$ cat src/sv/okdr_pkg.sv
package okdr_pkg;

  // Default table depth
  localparam int unsigned TABLE_DEPTH_DEF = 128;

  // Field widths fixed by the item formats
  localparam int unsigned VALUE_W = 32;
  localparam int unsigned DCOUNT_W = 8;

  // Input item
  typedef struct packed {
    logic signed [VALUE_W-1:0] item_value;
    logic                      set_last;
  } in_item_t;

  // Result item
  typedef struct packed {
    logic signed [VALUE_W-1:0] echo_value;
    logic                      keep_flag;
    logic [DCOUNT_W-1:0]       distinct_count;
    logic                      overflow_flag;
    logic                      end_of_set;
  } out_item_t;

  // Controller to datapath commands
  typedef struct packed {
    logic load;    // capture a new item and restart the scan
    logic issue;   // read the next table entry
    logic finish;  // form the result, update the table
  } okdr_cmd_t;

  // Datapath to controller status
  typedef struct packed {
    logic all_issued;  // every stored entry has been read
    logic hit;         // the item matches a stored entry
    logic out_free;    // the result register can take a new item
  } okdr_sts_t;

  // Controller states
  typedef enum logic [1:0] {
    S_IDLE = 2'b01,
    S_SCAN = 2'b10
  } okdr_state_t;

endpackage

$ cat src/sv/okdr_ram.sv
module okdr_ram #(
  parameter int unsigned WIDTH = 32,
  parameter int unsigned DEPTH = 128
) (
  input  logic                     clk,
  input  logic                     wr_en,
  input  logic [$clog2(DEPTH)-1:0] wr_addr,
  input  logic [WIDTH-1:0]         wr_data,
  input  logic                     rd_en,
  input  logic [$clog2(DEPTH)-1:0] rd_addr,
  output logic [WIDTH-1:0]         rd_data
);

  logic [WIDTH-1:0] mem [DEPTH];

  // Write port
  always_ff @(posedge clk) begin
    if (wr_en) begin
      mem[wr_addr] <= wr_data;
    end
  end

  // Registered read port
  always_ff @(posedge clk) begin
    if (rd_en) begin
      rd_data <= mem[rd_addr];
    end
  end

endmodule

$ cat src/sv/okdr_ctrl.sv
module okdr_ctrl (
  input  logic                clk,
  input  logic                rst_n,
  input  logic                in_valid,
  output logic                in_ready,
  input  okdr_pkg::okdr_sts_t sts,
  output okdr_pkg::okdr_cmd_t cmd
);

  import okdr_pkg::*;

  okdr_state_t state_r, state_nxt;
  logic        done;

  // Scan ends on a match or once every entry has been compared
  assign done = sts.hit || sts.all_issued;

  // Drive commands and next state
  always_comb begin
    state_nxt  = state_r;
    in_ready   = 1'b0;
    cmd.load   = 1'b0;
    cmd.issue  = 1'b0;
    cmd.finish = 1'b0;
    unique case (state_r)
      S_IDLE: begin
        in_ready = 1'b1;
        if (in_valid) begin
          cmd.load  = 1'b1;
          state_nxt = S_SCAN;
        end
      end
      S_SCAN: begin
        cmd.issue = !done;
        if (done && sts.out_free) begin
          cmd.finish = 1'b1;
          state_nxt  = S_IDLE;
        end
      end
      default: begin
        state_nxt = S_IDLE;
      end
    endcase
  end

  // Hold state
  always_ff @(posedge clk) begin
    if (!rst_n) begin
      state_r <= S_IDLE;
    end else begin
      state_r <= state_nxt;
    end
  end

endmodule

$ cat src/sv/okdr_dp.sv
module okdr_dp #(
  parameter int unsigned TABLE_DEPTH = okdr_pkg::TABLE_DEPTH_DEF
) (
  input  logic                clk,
  input  logic                rst_n,
  input  okdr_pkg::in_item_t  in_data,
  input  okdr_pkg::okdr_cmd_t cmd,
  output okdr_pkg::okdr_sts_t sts,
  output logic                out_valid,
  input  logic                out_ready,
  output okdr_pkg::out_item_t out_data
);

  import okdr_pkg::*;

  localparam int unsigned AW = $clog2(TABLE_DEPTH);
  localparam int unsigned CW = $clog2(TABLE_DEPTH + 1);
  localparam logic [CW-1:0] FULL = CW'(TABLE_DEPTH);

  in_item_t           item_r;
  logic [CW-1:0]      count_r, count_nxt;
  logic [CW-1:0]      idx_r, idx_nxt;
  logic               chk_r;
  logic               hit_r, hit_nxt;
  logic               out_valid_r, out_valid_nxt;
  out_item_t          out_r, out_nxt;
  logic [VALUE_W-1:0] rd_data;
  logic               hit_now;
  logic               hit_any;
  logic               store;
  logic [CW-1:0]      count_new;

  // Seen-values table
  okdr_ram #(
    .WIDTH(VALUE_W),
    .DEPTH(TABLE_DEPTH)
  ) u_table (
    .clk    (clk),
    .wr_en  (store),
    .wr_addr(count_r[AW-1:0]),
    .wr_data(item_r.item_value),
    .rd_en  (cmd.issue),
    .rd_addr(idx_r[AW-1:0]),
    .rd_data(rd_data)
  );

  // Compare the entry read last cycle
  assign hit_now = chk_r && (rd_data == item_r.item_value);
  assign hit_any = hit_now || hit_r;

  // Store a new value while there is room
  assign store     = cmd.finish && !hit_any && (count_r != FULL);
  assign count_new = store ? count_r + CW'(1) : count_r;

  assign sts.all_issued = (idx_r == count_r);
  assign sts.hit        = hit_any;
  assign sts.out_free   = !out_valid_r || out_ready;

  // Advance scan pointer, count and result
  always_comb begin
    idx_nxt       = idx_r;
    hit_nxt       = hit_r;
    count_nxt     = count_r;
    out_nxt       = out_r;
    out_valid_nxt = out_valid_r;
    if (out_ready) begin
      out_valid_nxt = 1'b0;
    end
    if (cmd.load) begin
      idx_nxt = '0;
      hit_nxt = 1'b0;
    end else begin
      if (cmd.issue) begin
        idx_nxt = idx_r + CW'(1);
      end
      if (hit_now) begin
        hit_nxt = 1'b1;
      end
    end
    if (cmd.finish) begin
      out_nxt.echo_value     = item_r.item_value;
      out_nxt.keep_flag      = store;
      out_nxt.distinct_count = DCOUNT_W'(count_new);
      out_nxt.overflow_flag  = !hit_any && (count_r == FULL);
      out_nxt.end_of_set     = item_r.set_last;
      out_valid_nxt          = 1'b1;
      // Empty the table after the last item of a set
      count_nxt = item_r.set_last ? '0 : count_new;
    end
  end

  // Control registers
  always_ff @(posedge clk) begin
    if (!rst_n) begin
      count_r     <= '0;
      idx_r       <= '0;
      chk_r       <= 1'b0;
      hit_r       <= 1'b0;
      out_valid_r <= 1'b0;
    end else begin
      count_r     <= count_nxt;
      idx_r       <= idx_nxt;
      chk_r       <= cmd.issue;
      hit_r       <= hit_nxt;
      out_valid_r <= out_valid_nxt;
    end
  end

  // Payload registers
  always_ff @(posedge clk) begin
    if (cmd.load) begin
      item_r <= in_data;
    end
    out_r <= out_nxt;
  end

  assign out_valid = out_valid_r;
  assign out_data  = out_r;

endmodule

$ cat src/sv/order_keeping_duplicate_remover_top.sv
// A scan stops early at the first matching entry, else it reads every value held.
// A new item is accepted only after the previous one has finished its scan;
// the table is searched one entry per cycle through the single RAM read port.
// The result register lets the next item enter while a result waits.
// Reset (rst_n low, synchronous) empties the table and clears all handshakes;
// table contents are not cleared and need no clearing pass.
module order_keeping_duplicate_remover_top #(
  parameter int unsigned TABLE_DEPTH = okdr_pkg::TABLE_DEPTH_DEF
) (
  input  logic                clk,
  input  logic                rst_n,
  input  logic                in_valid,
  output logic                in_ready,
  input  okdr_pkg::in_item_t  in_data,
  output logic                out_valid,
  input  logic                out_ready,
  output okdr_pkg::out_item_t out_data
);

  import okdr_pkg::*;

  okdr_cmd_t cmd;
  okdr_sts_t sts;

  // Sequencer
  okdr_ctrl u_ctrl (
    .clk     (clk),
    .rst_n   (rst_n),
    .in_valid(in_valid),
    .in_ready(in_ready),
    .sts     (sts),
    .cmd     (cmd)
  );

  // Table, scan and result register
  okdr_dp #(
    .TABLE_DEPTH(TABLE_DEPTH)
  ) u_dp (
    .clk      (clk),
    .rst_n    (rst_n),
    .in_data  (in_data),
    .cmd      (cmd),
    .sts      (sts),
    .out_valid(out_valid),
    .out_ready(out_ready),
    .out_data (out_data)
  );

endmodule

$ cat config.mk
export PLATFORM = sky130hd
export DESIGN_NAME = order_keeping_duplicate_remover_top
export DESIGN_NICKNAME = d
export VERILOG_FILES = /design/src/sv/okdr_pkg.sv /design/src/sv/okdr_ram.sv /design/src/sv/okdr_ctrl.sv /design/src/sv/okdr_dp.sv /design/src/sv/order_keeping_duplicate_remover_top.sv
export SDC_FILE = /design/constraint.sdc
export NUM_CORES = 2
export LEC_CHECK = 0
export BUFFER_PORTS_ARGS = -buffer_cell sky130_fd_sc_hd__buf_2
export CORE_MARGIN = 5
export CORE_UTILIZATION = 40
export DETAILED_ROUTE_END_ITERATION = 10
export PLACE_DENSITY_LB_ADDON = 0.3
export RECOVER_POWER = 50
export SLEW_MARGIN = 5
export SYNTH_ARGS = -nofsm -noshare
export SYNTH_HDL_FRONTEND = slang
export SYNTH_SLANG_ARGS = --single-unit
$ cat constraint.sdc
create_clock -name clk -period 7 [get_ports clk]
set_clock_uncertainty 0.2 [all_clocks]
set_input_delay 0.7 -clock clk [delete_from_list [all_inputs] [get_ports clk]]
set_output_delay 0.7 -clock clk [all_outputs]
set_load 0.02 [all_outputs]
==> impl_metrics.yaml <==
routing:
  wl_per_cell_um: 36.2
  drt_pass1_iterations: 7
  vias: 79650
  drt_iter0_markers: 12550
  drc: 0
  postRouteAntennaNets: 0
  wirelength_um: 475000
  vias_per_cell: 6.07
clock_network:
  clock-sinks: 4225
  tritoncts: "yes"
  clk_latency_ns: 1.00
  postCtsSetupBuffers: 0
  cts_buffers: 419
  htreeDepth: 5
  cts.path.max_buffers: 4
  clkTransAtPathRegs_ns: 0.06
  root_buffer: "clkbuf_16"
  cts_resized: 0
die:
  rows: 233
  core-area_um2: 403000
  die_w_um: 646
  initial_core_util: 0.402
  die_height_um: 646
  io_pins: 82
  dieArea_um2: 418000
layout:
  post-route-cell-area_um2: 183000
  fin_util: 0.454
  fillers: 33179
  nNetsFinal: 7426
  drive_gt1_frac: 0.270
  fin_cells: 13131
  area_growth_syn_to_layout_pct: 13.0
outcome:
  outcome: "finished with violations"
  violations: "capacitance limit, slew limit"
logic_synthesis:
  synth_top_area_frac: 0.779
  synth.most_common_cell: "edfxtp_1"
  synth_edf_count: 4204
  synth_seq_cells: 4225
  async_flop_share: 0
  ys_top_cells_by_area: "edfxtp_1, mux4_2, mux2i_1, buf_4, buf_6"
  synth_commonest_cells: "edfxtp_1, mux4_2, mux2i_1, nand2_1, clkbuf_1"
  synth_cell_type_count: 78
  synth_area_um2: 162000
  syn-num-nets: 7003
  syn_area_per_cell_um2: 23.3
  synth_top_cell_by_area: "edfxtp_1"
  synthCells: 6963
  ys_seq_area_frac: 0.782
  synth_warnings: 0
  synth_ff_type: "edfxtp_1"
critical_path:
  critPathMaxFanout: 67
  worstPathArrival_ns: 6.16
  cp-end-kind: "register"
  reg2reg_depth: 2
  reg2reg_to: "u_dp.u_table.mem[82][30]"
  required_ns: 7.23
  critical_path_class: "reg2reg"
  r2r_start: "u_dp.item_r[31]"
  r2r_setup_slack_ns: 1.08
  crit_end: "u_dp.u_table.mem[82][30]"
  crit_path_start_kind: "register"
  startpoint: "u_dp.item_r[31]"
hold_path:
  min_path_type: "in2reg"
sta:
  slew_violations: 3512
  period_needed_ns: 5.92
  period_share: 0.846
  rsz0062_at_grt: "no"
  setup_violations: 0
  setup_tns_ns: 0
  clock.fmax_ghz: 0.169
  hold_viol_final: 0
  relSlewSlack: -2.65
  worst_pin_slew_ns: 5.47
global_routing:
  first_global_vias: 77228
  grt_pass1_wl_um: 647000
  antenna_found_initial: 55
  grt_overflow_total: 0
  grt_start_max_net_pins: 130
  grt_usage: 0.222
power:
  total_power_mw: 53.0
  peakVddDrop_mv: 0.243
  p_per_area_nw_per_um2: 289
  leakagePower_nw: 54.9
flow_run:
  maxCapViolations: 46
place:
  dp_hpwl_um: 282000
  place_inst: 12336
  portBuffers: 81
  place_congestion: 0.914
  dpl-instance-area_um2: 170000
[stage by stage]
stage / setup slack [ns] / hold WS [ns]
finish: 1.08 / 0.0909
global route: 1.01 / 0.125
CTS: 2.17 / 0.0732
detailed placement: 2.15 / 0.299
global placement: 2.16 / 0.289
floorplan: 0.860 / 0.241
[flip-flops by register name (all words and copies together) (netlist names)]
name,cells
u_ctrl.state_r,2
u_dp.item_r,33
u_dp.count_r,8
u_dp.hit_r,1
u_dp.u_table.rd_data,32
u_dp.out_data,43
u_dp.out_valid,1
u_dp.chk_r,1
u_dp.idx_r,8
u_dp.u_table.mem,4096
[routing by layer]
layer / up-vias / part of all wire / track usage
li1: 30734 / - / -
met1: 43208 / 0.38 / 0.312
met2: 4828 / 0.46 / 0.338
met3: 866 / 0.11 / 0.0515
met4: 14 / 0.048 / 0.0854
met5: - / 0.00021 / 0
[final cells by class]
type / instances / area (um^2) / share of cell area
well taps: 5405 / 6760 / 0.0369
diodes: 17 / 42.5 / 0.000232
multi-input cells: 2334 / 33900 / 0.185
clock inverters: 225 / 1790 / 0.00976
repair buffers: 392 / 2950 / 0.0161
clock buffers: 519 / 11000 / 0.0600
flip-flops and latches: 4225 / 127000 / 0.692
inverters: 14 / 60.1 / 0.000328
[worst max-delay path, stage by stage, from the launching register on]
cell and delay [ns]:
edfxtp_1 0.37, clkbuf_1 2.91, clkbuf_2 1.78
[layout by cell type, fill, tap and decap left out, types with 25 or more instances in the layout]
master,n
buf_12,28
clkinv_1,106
mux2_2,27
nand3_1,51
dlygate4sd3_1,34
clkbuf_16,425
mux4_2,1078
o21ai_0,33
nor3_2,64
o221ai_1,31
a221oi_1,25
nor2_1,41
clkinv_2,66
nand2_1,155
nor2_4,70
xnor2_1,29
clkbuf_1,187
buf_4,203
a21oi_1,99
a22oi_1,61
mux2i_1,266
a211oi_1,25
edfxtp_1,4204
[what timing repair did]
action                                 4_1_cts  5_1_grt
endpoints found under the hold margin       35        0
setup endpoints to repair                    0        0
hold buffers                                34        0
[report_power, final]
group | switching (mW) | total [mW] | internal, mW
clock network | 9.42 | 21.4 | 12.0
registers | 0.0658 | 29.1 | 29.1
logic | 2.27 | 2.49 | 0.221
[kinds of logic (layout without fill, tap and decap cells)]
| logic type | Yosys count | after routing | share of synthesized area |
|---|---|---|---|
| flops | 4225 | 4225 | 0.782 |
| mux | 1371 | 1371 | 0.168 |
| simple gates | 497 | 497 | 0.0145 |
| compound gates | 417 | 417 | 0.0180 |
| buf+inv | 404 | 1150 | 0.0149 |
| xor+xnor | 46 | 46 | 0.00249 |
| fa+ha+maj | 3 | 3 | 0.000232 |
| other cells | 0 | 17 | 0 |
[worst min path at each step]
stage / slack (ns) / from / cells past startpoint / to
floorplan: 0.24 / u_dp.item_r[0] / 0 / u_dp.out_data[0]
global placement: 0.29 / u_dp.idx_r[7] / 2 / u_dp.idx_r[7]
detailed placement: 0.30 / u_dp.idx_r[7] / 2 / u_dp.idx_r[7]
CTS: 0.07 / in_valid / 4 / u_ctrl.state_r[0]
global route: 0.13 / in_valid / 4 / u_ctrl.state_r[0]
finish: 0.09 / in_valid / 4 / u_ctrl.state_r[0]
Power figures use the tool's default switching activity.
